## src/tbhb_pkg.sv

```systemverilog
`default_nettype none
package tbhb_pkg;

    localparam int TABLE_BITS_DEF = 10;
    localparam int HOME_W         = 16;
    localparam int ENTRY_W        = 59;
    localparam logic [31:0] FIB_MULT = 32'd2654435769;
    localparam logic [2:0]  BACKOFF_MAX = 3'd7;
    localparam logic [7:0]  BASE_RESET  = 8'd4;

    typedef enum logic [1:0] {
        KIND_TICK   = 2'd0,
        KIND_LOOKUP = 2'd1,
        KIND_ADD    = 2'd2,
        KIND_NONE   = 2'd3
    } kind_t;

    typedef enum logic [1:0] {
        BK_CLEAR,
        BK_IDLE,
        BK_LOOK,
        BK_ADD
    } bk_state_t;

    typedef struct packed {
        kind_t              kind;
        logic [31:0]        ident;
        logic [9:0]         slot;
        logic [HOME_W-1:0]  home;
    } item_t;

    typedef struct packed {
        logic clearing;
        logic pop;
    } bk_status_t;

endpackage
`default_nettype wire

```

## src/tbhb_front.sv

```systemverilog
`default_nettype none
module tbhb_front #(
    parameter int TABLE_BITS = tbhb_pkg::TABLE_BITS_DEF
) (
    input  wire logic           clk,
    input  wire logic           rst_n,
    input  wire logic           hold,
    input  wire logic           in_valid,
    output logic                in_ready,
    input  wire logic [1:0]     in_kind,
    input  wire logic [31:0]    in_ident,
    input  wire logic [9:0]     in_slot,
    output logic                q_valid,
    output tbhb_pkg::item_t     q_item,
    input  wire logic           q_pop
);
    tbhb_pkg::item_t q_reg [2];
    logic            wr_ptr_reg, wr_ptr_next;
    logic            rd_ptr_reg, rd_ptr_next;
    logic [1:0]      cnt_reg, cnt_next;
    logic [31:0]     prod;
    tbhb_pkg::item_t item_in;
    logic            push;

    // Fibonacci hash: top TABLE_BITS bits of the low product word.
    assign prod = in_ident * tbhb_pkg::FIB_MULT;
    always_comb
    begin
        item_in.kind  = tbhb_pkg::kind_t'(in_kind);
        item_in.ident = in_ident;
        item_in.slot  = in_slot;
        item_in.home  = tbhb_pkg::HOME_W'(prod >> (32 - TABLE_BITS));
    end

    assign in_ready = !hold && (cnt_reg != 2'd2);
    assign push     = in_valid && in_ready;
    assign q_valid  = (cnt_reg != 2'd0);
    assign q_item   = q_reg[rd_ptr_reg];

    always_comb
    begin
        wr_ptr_next = wr_ptr_reg ^ push;
        rd_ptr_next = rd_ptr_reg ^ q_pop;
        cnt_next    = cnt_reg + {1'b0, push} - {1'b0, q_pop};
    end

    always_ff @(posedge clk)
    begin
        if (push)
        begin
            q_reg[wr_ptr_reg] <= item_in;
        end
    end

    always_ff @(posedge clk or negedge rst_n)
    begin
        if (!rst_n)
        begin
            wr_ptr_reg <= 1'b0;
            rd_ptr_reg <= 1'b0;
            cnt_reg    <= 2'd0;
        end
        else
        begin
            wr_ptr_reg <= wr_ptr_next;
            rd_ptr_reg <= rd_ptr_next;
            cnt_reg    <= cnt_next;
        end
    end
endmodule
`default_nettype wire

```

## config.mk

```make
export PLATFORM = sky130hd
export DESIGN_NAME = tbhb_front
export DESIGN_NICKNAME = d
export VERILOG_FILES = /design/src/tbhb_pkg.sv /design/src/tbhb_front.sv
export SDC_FILE = /design/constraint.sdc
export NUM_CORES = 1
export LEC_CHECK = 0
export CORE_MARGIN = 2
export CORE_UTILIZATION = 59
export CTS_BUF_LIST = sky130_fd_sc_hd__clkbuf_8
export CTS_CLUSTER_SIZE = 14
export DETAILED_ROUTE_END_ITERATION = 16
export DONT_BUFFER_PORTS = 1
export GPL_TIMING_DRIVEN = 0
export PLACE_DENSITY_LB_ADDON = 0.1
export REMOVE_ABC_BUFFERS = 1
export SKIP_CTS_REPAIR_TIMING = 1
export SYNTH_ARGS = -nofsm -noshare
export SYNTH_HDL_FRONTEND = slang
export SYNTH_SLANG_ARGS = --single-unit
```

## constraint.sdc

```tcl
create_clock -name clk -period 2.95 [get_ports clk]
set_input_delay 0.59 -clock clk [delete_from_list [all_inputs] [get_ports clk]]
set_output_delay 0.59 -clock clk [all_outputs]
set_load 0.005 [all_outputs]
```

Yosys cells after proc, flatten, opt, wreduce, memory -nomap -nowiden --
Memory sizes are Yosys's and may differ from the RTL's. Cells that the tools add are included.
Storage, ports and cells: memories 1, output and inout port bits 62, memory bits (writable) 108, bits in registers 4, input port bits 49, logic and storage cells 16
Cells by class: bitwise gates (word level) 2, multiply operators 1, eq/ne operators 1, add/sub/neg operators 2, multiplexer cells 2, reductions and logical operators 4
Memory list:
- q_reg | depth 2, width 54, read ports 1, clocked after memory_dff 0, write ports 1, RTL line tbhb_front.sv:17 | tbhb_pkg::item_t q_reg [2];
Operators by type and width (count):
- 32-bit by 32-bit multiplier with 32-bit output, second input constant | 1
- 2-bit by 1-bit adder with 2-bit output | 1
- 1-bit logical AND | 2
- 1-bit two-way mux | 2
- 2-bit inequality test, second input constant | 1
- 2-bit nonzero test | 1
- 2-bit by 1-bit subtractor with 2-bit output | 1
- 1-bit XOR | 2
- 1-bit zero test | 1

Longest topological paths before layout --
depth in word-level cells 5, gate-level depth with buffers 22, gate-level depth less buffers 22

Worst setup path after synthesis --
No wires, ideal clock.
path kind input to register, start point input port in_ident[6], end point memory q_reg[0][8] (netlist bit), data pin, setup slack -3538 ps, cell stages on the path 22, arrival 6214 ps, required time 2676 ps, path buffers 0, library setup time 274 ps, path through inv_1 -> fa_1 -> inv_1 -> fa_1 -> fa_1 -> inv_1 -> fa_1 -> inv_1 -> fa_1 -> inv_1 -> fa_1 -> inv_1 -> fa_1 -> fa_1 -> ha_1 -> nand4_1 -> o221ai_1 -> a21oi_2 -> o2111ai_2 -> a2111oi_4 -> o41ai_2 -> xor2_1
Between the ends: longest elaborated chain between the ends 1
RTL lines:
- start, declared | RTL line tbhb_front.sv:11 | input wire logic [31:0] in_ident,
- 32-bit by 32-bit multiplier with 32-bit output | RTL line tbhb_front.sv:26 | assign prod = in_ident * tbhb_pkg::FIB_MULT;
- named net prod[30] | RTL line tbhb_front.sv:21 | logic [31:0] prod;
- end, declared | RTL line tbhb_front.sv:17
The timed path passes the listed nets, and every way through them passes these cells.

Final worst setup path --
start point input port in_ident[6], end point memory q_reg[1][8] (netlist bit), data pin
The elaborated chain is that of the path after synthesis.

==> results.ini <==
[yosys]
synth-main-ff-cell=edfxtp_1
syn_avg_cell_area_um2=12.7
synth_cells=1040
ys_top_cells_by_count=inv_1, fa_1, ha_1, edfxtp_1, mux2_2
yosysMostFrequentCell=inv_1
synth_top_area_cell=fa_1
synth.top_cell.area_share=0.346
synth_cell_types=38
synth_edf_count=108
yosysWarnings=0
ys_seq_area_frac=0.254
synthTopCellsByArea=fa_1, edfxtp_1, ha_1
ys_ff_latch=112
async_flop_share=0.0357
syn-cell-area_mm2=0.0132

[clocking]
cts_tree=built
h-tree-depth=3
clk_pin_slew_ns=0.13
clock_latency_ns=0.41
clock_sinks=112
clock_path_buffers=2
numCtsBuffers=9
cts-root-buf=clkbuf_8

[detailed_routing]
vias=7109
final_antenna_net_count=0
vias_per_cell=5.28
wl_per_cell_um=20.3
drc=0
dr.pass1.iters=5
drt_iter0_drc=366
wl_um=27400

[grt]
grt_pass1_vias=8030
grt_pass1_wl_um=44300
gr-total-overflow=0
grt_max_degree=36
antenna_found_initial=0
grt_util_all_layers=0.252

[die]
initial_core_util=0.602
die_x_um=153
rows=54
die_h_um=153
core_mm2=0.0219
io-pin-count=111
fp.dieArea_mm2=0.0236

[finish]
largest_reg_flops=108
num_antenna_cells=0
drive_gt1_frac=0.113
nNetsFinal=1542
area_growth_syn_to_layout_pct=6.42

[setup_path]
crit_type=primary input to flop
critPathMaxStageDelay_ns=0.57
slowest_stage=fa_1
required_ns=3.10
end_kind=flop
arrival_ns=6.68
cp_max_fo=8
path_cells=clkinvlp_4 > fa_1 > inv_1 > fa_2 > fa_1 > inv_2 > fa_1 > inv_2 > fa_1 > inv_2 > fa_1 > inv_1 > fa_2 > fa_2 > ha_4 > nand4_1 > o221ai_2 > a21oi_2 > o2111ai_4 > a2111oi_4 > o41ai_2 > xor2_1
cpMostUsedCell=fa_1
start_kind=primary input

[placement]
gp_congestion=0.905
place_hpwl_um=23300
io_buffer_count=0

[timing]
whs_ns=0.241
setup_slack_ns=-3.58
period_needed_ns=6.53
relSlewSlack=0.618
skew_ns=0.0206
grt_setup_unrepaired=yes
period_share=2.21
fmax_mhz=153
hold_viol=0
tightest_slew_ns=0.572
final_max_slew_viol_count=0
setup_viol=20

[outcome]
status=complete, but fails checks
violations=negative setup slack

[flow_run]
cap_violations=0

[hold_path]
hold_class=primary input to flop

## metal layers
layer / track usage / share of wire
met1: 0.353 / 0.44
met2: 0.407 / 0.48
met3: 0.0525 / 0.058
met4: 0.0642 / 0.019
met5: 0 / 0
## area by class of cell
class                           count  area, um2
Inverter                          315       1200
Multi-Input combinational cell    606       8750
Sequential cell                   112       3340
Fill cell                        1730       7860
Timing Repair Buffer               17        168
Clock inverter                      7       97.6
Tap cell                          280        350
Clock buffer                        9        124
## cells in the final DEF, fill, tap and decap left out, drive strengths merged, types with 3 or more instances in the layout
cell type,netlist,final
o21ai,6,6
clkbuf,6,9
nand4,3,3
conb,1,6
buf,6,16
nor2,7,7
nor3,5,5
xnor2,39,39
dfrtp,4,4
mux2,54,54
fa,228,228
nand2,7,7
inv,315,316
a21oi,11,11
xor2,10,10
a211oi,3,3
clkinvlp,0,4
ha,204,204
edfxtp,108,108
nor2b,3,3
## critical path, delay by kind of cell
| family | cells | cell delay [ns] |
|---|---|---|
| buffers and inverters | 6 | 0.37 |
| XOR/XNOR | 1 | 0.17 |
| AO/OA/AOI/OAI | 5 | 1.18 |
| AND/OR/NAND/NOR | 1 | 0.12 |
| adder cells (fa/ha/maj) | 9 | 4.24 |
## logic make-up (layout without fill, tap and decap cells)
group	count (synthesis)	count (layout)	share of synthesized area
fa+ha+maj	432	432	0.540
compound gates	36	36	0.0221
other cells	1	6	0.000284
flops	112	112	0.254
xor+xnor	49	49	0.0326
buf+inv	327	348	0.0948
mux	55	55	0.0469
simple gates	28	28	0.00997
## stage by stage
stage | worst slack, ns | TNS [ns] | cell area [um2] | instances | util
final | -3.58 | -64.98 | 14000 | 1346 | 0.641
after global placement | -4.08 | -141.05 | 13500 | 1313 | 0.616
after detailed placement | -4.14 | -76.52 | 13600 | 1316 | 0.619
after floorplan | -3.54 | -65.63 | 13100 | 1033 | -
after global routing | -3.73 | -68.30 | 14000 | 1346 | 0.641
after CTS | -3.72 | -68.20 | 13800 | 1332 | 0.629
## path summary, 6_finish.rpt
| path | from | end | slack, ns | cells past startpoint |
|---|---|---|---|---|
| hold reg to reg | cnt_reg[1] | cnt_reg[1] | 0.51 | 1 |
| hold / removal | q_pop | rd_ptr_reg | 0.24 | 1 |
| max in group asynchronous | rst_n | cnt_reg[0] | 2.30 | 1 |
| setup reg to reg | cnt_reg[0] | q_reg[1][2] | 0.88 | 6 |
| min in group asynchronous | rst_n | rd_ptr_reg | 0.44 | 1 |
| setup / recovery | in_ident[6] | q_reg[1][8] | -3.58 | 22 |
Power is left out: the tool's default activity adds up to more than one toggle a clock period on the data nets, which glitch-free logic cannot reach.
